**config.mk**
```make
export PLATFORM = sky130hd
export DESIGN_NAME = igc_ctrl
export DESIGN_NICKNAME = d
export VERILOG_FILES = /design/src/rtl/igc_pkg.sv /design/src/rtl/igc_ctrl.sv
export VERILOG_INCLUDE_DIRS = /design/src /design/src/rtl
export SDC_FILE = /design/constraint.sdc
export NUM_CORES = 1
export LEC_CHECK = 0
export BUFFER_PORTS_ARGS = -buffer_cell sky130_fd_sc_hd__buf_2
export CAP_MARGIN = 20
export CORE_AREA = 2 2 39 41
export CTS_BUF_LIST = sky130_fd_sc_hd__clkbuf_2 sky130_fd_sc_hd__clkbuf_4 sky130_fd_sc_hd__clkbuf_8
export DETAILED_ROUTE_END_ITERATION = 10
export DIE_AREA = 0 0 41 43
export GPL_TIMING_DRIVEN = 1
export PLACE_DENSITY = 0.78
export SLEW_MARGIN = 20
export SYNTH_ARGS = -nofsm -noshare
export SYNTH_HDL_FRONTEND = slang
export SYNTH_SLANG_ARGS = --single-unit
```
**constraint.sdc**
```tcl
create_clock -name aclk -period 2.3 [get_ports aclk]
set_input_delay 0.115 -clock aclk [delete_from_list [all_inputs] [get_ports aclk]]
set_output_delay 0.115 -clock aclk [all_outputs]
set_load 0.02 [all_outputs]
```
**src/rtl/assert_macros.svh**
```systemverilog
// Assertion macros used by the interval colouring RTL.
// Depends on a clock named aclk and an active-low reset named aresetn in scope.
`ifndef ASSERT_MACROS_SVH
`define ASSERT_MACROS_SVH

// Property that must hold at every rising clock edge outside reset
`define IGC_ASSERT(lbl, prop, msg) \
    lbl: assert property (@(posedge aclk) disable iff (!aresetn) (prop)) else $error(msg);

// Implication checked in the same cycle
`define IGC_ASSERT_IMP(lbl, ante, cons, msg) \
    lbl: assert property (@(posedge aclk) disable iff (!aresetn) (ante) |-> (cons)) \
        else $error(msg);

`endif

```
**src/rtl/igc_pkg.sv**
```systemverilog
// Package for the interval graph colouring block: sizes, payload words, command/status.
// No dependencies.
package igc_pkg;

    localparam int MAX_INTERVALS = 32;
    localparam int COORD_WIDTH   = 16;
    localparam int IDX_W         = $clog2(MAX_INTERVALS);
    localparam int CNT_W         = $clog2(MAX_INTERVALS + 1);
    localparam int COLOR_W       = 5;
    localparam int DEG_W         = 5;
    localparam int CHROM_W       = 6;
    localparam int EDGE_W        = 9;
    localparam int DSUM_W        = 11;

    typedef struct packed {
        logic signed [COORD_WIDTH-1:0] start_point;
        logic signed [COORD_WIDTH-1:0] end_point;
        logic                          last_interval;
    } in_word_t;

    typedef struct packed {
        logic signed [COORD_WIDTH-1:0] interval_start;
        logic signed [COORD_WIDTH-1:0] interval_stop;
        logic [COLOR_W-1:0]            assigned_color;
        logic [EDGE_W-1:0]             edge_total;
        logic [DEG_W-1:0]              max_degree;
        logic [DEG_W-1:0]              min_degree;
        logic [CHROM_W-1:0]            chromatic_number;
        logic [EDGE_W-1:0]             complement_edges;
        logic [DEG_W-1:0]              max_complement_degree;
        logic [DEG_W-1:0]              min_complement_degree;
        logic                          overflow;
        logic                          last_result;
    } out_word_t;

    // Controller to datapath
    typedef struct packed {
        logic             insert;
        logic             walk_start;
        logic             sel;
        logic             eval;
        logic             emit_item;
        logic             emit_sum;
        logic [IDX_W-1:0] idx;
    } cmd_t;

    // Datapath to controller
    typedef struct packed {
        logic [CNT_W-1:0] count;
        logic             out_free;
    } status_t;

endpackage

```
**src/rtl/igc_ctrl.sv**
```systemverilog
// Controller: load, overlap walk, emission and summary sequencing.
// Depends on igc_pkg and assert_macros.svh.
`include "assert_macros.svh"
module igc_ctrl (
    input  logic             aclk,
    input  logic             aresetn,
    input  logic             in_valid,
    input  logic             in_last,
    output logic             in_ready,
    input  igc_pkg::status_t status,
    output igc_pkg::cmd_t    cmd
);
    import igc_pkg::*;

    typedef enum logic [2:0] {S_LOAD, S_SEL, S_EVAL, S_EMIT, S_SUM} state_t;

    state_t           state_reg;
    logic [IDX_W-1:0] idx_reg;
    logic             at_last;

    assign at_last  = ((CNT_W'(idx_reg) + 1'b1) == status.count);
    assign in_ready = (state_reg == S_LOAD);

    // Commands decoded from state
    always_comb begin
        cmd            = '0;
        cmd.idx        = idx_reg;
        cmd.insert     = in_ready && in_valid;
        cmd.walk_start = in_ready && in_valid && in_last;
        cmd.sel        = (state_reg == S_SEL);
        cmd.eval       = (state_reg == S_EVAL);
        cmd.emit_item  = (state_reg == S_EMIT) && status.out_free;
        cmd.emit_sum   = (state_reg == S_SUM) && status.out_free;
    end

    // Sequencer
    always_ff @(posedge aclk) begin
        if (!aresetn) begin
            state_reg <= S_LOAD;
            idx_reg   <= '0;
        end else begin
            case (state_reg)
                S_LOAD: begin
                    if (in_valid && in_last) begin
                        idx_reg   <= '0;
                        state_reg <= S_SEL;
                    end
                end
                S_SEL: begin
                    state_reg <= S_EVAL;
                end
                S_EVAL: begin
                    if (at_last) begin
                        idx_reg   <= '0;
                        state_reg <= S_EMIT;
                    end else begin
                        idx_reg   <= idx_reg + 1'b1;
                        state_reg <= S_SEL;
                    end
                end
                S_EMIT: begin
                    if (status.out_free) begin
                        if (at_last) state_reg <= S_SUM;
                        else         idx_reg   <= idx_reg + 1'b1;
                    end
                end
                S_SUM: begin
                    if (status.out_free) state_reg <= S_LOAD;
                end
                default: begin
                    state_reg <= S_LOAD;
                end
            endcase
        end
    end

    // The walk index stays inside the loaded set
    `IGC_ASSERT_IMP(a_idx_in_set, cmd.sel || cmd.emit_item, CNT_W'(idx_reg) < status.count, "index beyond set")
    // A run never starts empty
    `IGC_ASSERT_IMP(a_run_nonempty, state_reg == S_EVAL, status.count != '0, "walk over empty set")
    // Word only written into a free output register
    `IGC_ASSERT(a_emit_free, $past(cmd.emit_item || cmd.emit_sum) |-> $past(status.out_free), "output overwritten")

endmodule

```
==> flow_summary.ini <==
[pwr]
p_comb_frac = 0.234
p_clk_frac = 0.320
power.internal_uw = 234
peakVddDrop_v = 0.000306
swShare = 0.298
p_leak_nw = 0.349
netSwitchingPower_uw = 99.2
total_power_uw = 333
power_density_nw_per_um2 = 420
seqPwrFrac = 0.446

[global_routing]
grt_overflow_total = 0
antenna_found_initial = 0
grt_start_max_net_pins = 13
grt_usage = 0.182
grt_pass1_vias = 580
grt_pass1_wl_um = 2240

[die]
fp-row-count = 14
coreArea_um2 = 1380
io_pins = 23
die_h_um = 43
die-area_um2 = 1760
start_util = 0.464
die_width_um = 41

[hold_path]
min_path_type = in2reg
hold_end = state_reg[0]
min_from = status[0]
hold_depth = 2

[timing]
max-slew-margin-rel = 0.725
finalSetupViolations = 0
post-route-period-util = 0.873
slew_viol_final = 0
tns_ns = 0
period_needed_ns = 2.01
rsz0062_at_grt = false
worst_slack_ns = 0.292
hold_violations = 0
worstMarginPinSlew_ns = 0.412
finalClockSkew_ns = 0.000669
max_freq_mhz = 498

[route]
via_count = 651
wl_per_cell_um = 11.0
drc_errors = 0
routed_via_density = 5.43
firstDrtPassIters = 2
wirelength_um = 1320
ant_nets = 0
drt_iter0_drc = 5

[logic_synthesis]
synth_area_per_cell_um2 = 8.02
synth_top_area_frac = 0.250
yosysMostFrequentCell = nand2_1
async_reset_ff_frac = 0
yosysWarningCount = 0
yosysSeqAreaShare = 0.250
synth_edf_count = 0
syn_inst = 80
ys_types = 35
synth_area_leader_cell = dfxtp_1
synth_area_um2 = 642
ys_seq_elements = 8
synth_nets = 92
yosys_most_used_dff = dfxtp_1
synth_commonest_cells = nand2_1 (12), dfxtp_1 (8), nor2_1 (8)
synth_area_leaders = dfxtp_1 (25%), nand2_1 (7.0%), nor2_1 (4.7%)

[cts]
post-cts-setup-buffer-count = 0
hold_buffers = 0
cts_buffers = 3
cts_root_buffer = clkbuf_4
clockBufferDepth = 2
clock_latency_ns = 0.25
cts_tree = built
cts.clk_slew.worst_paths_ns = 0.05
cts_resized = 0
cts_max_level = 1
cts_sinks = 8

[layout]
drive_gt1_frac = 0.346
n_antenna_cell = 0
fillers = 139
largest_reg_flops = 5
fin_cells = 120
postLayoutCellArea_um2 = 793
fin_nets = 118
area_growth_syn_to_layout_pct = 23.6

[run_status]
outcome = completed

[placement]
place_area_um2 = 771
pre_cts_slack_ns = 0.317
gp_congestion = 0.741
port_buffers = 22
dpl.hpwl_um = 1080
placedCellCount = 117

[worst_setup_path]
reg2reg_slack_ns = 0.29
required_ns = 2.44
cp_max_fo = 6
reg2reg_from = idx_reg[1]
worstReg2RegEnd = idx_reg[4]
arrival_ns = 2.15
path_class = reg2reg
cp-end-kind = flip-flop
reg2regPathDepth = 7
critPathLaunchType = flip-flop

[flow_run]
maxCapViolCount = 0
==> worst max path at each step <==
stage,startpoint,end
after global placement,idx_reg[1],idx_reg[4]
after global routing,idx_reg[1],idx_reg[4]
after detailed placement,idx_reg[1],idx_reg[4]
after floorplan,idx_reg[0],idx_reg[4]
after CTS,idx_reg[1],idx_reg[4]
final,idx_reg[1],idx_reg[4]
==> worst max-delay path, cell delays in order, from the launching register on <==
cell and delay (ns):
dfxtp_1 0.35, ha_1 0.27, xor2_1 0.18, o2111ai_1 0.21, o21ai_2 0.14, o311ai_4 0.39
nor2_1 0.09, a211o_1 0.26
==> stage by stage <==
stage               hold slack (ns)  utilization
finish                        0.122        0.573
floorplan                     0.215            -
detailed placement            0.390        0.557
CTS                           0.130        0.573
global placement              0.384        0.557
global route                  0.146        0.573
==> kinds of logic (layout without fill, tap and decap cells) <==
logic type | count (synthesis) | after routing | synth area share
compound gates | 14 | 14 | 0.197
xor+xnor | 7 | 7 | 0.119
fa+ha+maj | 1 | 1 | 0.0195
buf+inv | 5 | 29 | 0.0312
flops | 8 | 8 | 0.250
mux | 1 | 1 | 0.0156
simple gates | 44 | 44 | 0.368
==> per-layer routing <==
metal,up-vias,GRT usage,wire (um)
li1,334,-,-
met2,21,0.297,630
met5,-,0,0
met4,0,0.0800,24
met3,5,0.0314,85
met1,291,0.221,584
==> final cells by class <==
cell class	count	area, um2	area share
multi-input cells	67	462	0.582
clock buffers	3	22.5	0.0284
repair buffers	23	118	0.148
inverters	3	11.3	0.0142
well taps	16	20.0	0.0252
flip-flops and latches	8	160	0.202
==> cell usage in the layout (no fill, tap or decap), types with 3 or more instances in the layout <==
master,instances
nand3_1,3
nor3_1,3
nand2_1,12
o2111ai_1,3
nor2_1,8
o21ai_0,3
dfxtp_1,8
xnor2_1,3
inv_1,3
buf_2,22
clkbuf_4,3
or3_1,3
==> power groups by stage <==
stage | Combinational (mW) | Clock (mW) | Sequential, mW
floorplan | 0.0546 | 0 | 0.149
global placement | 0.0769 | 0 | 0.152
detailed placement | 0.0783 | 0 | 0.152
CTS | 0.0787 | 0.108 | 0.149
global route | 0.0875 | 0.118 | 0.149
finish | 0.0779 | 0.107 | 0.149
Power figures use the tool's default switching activity.
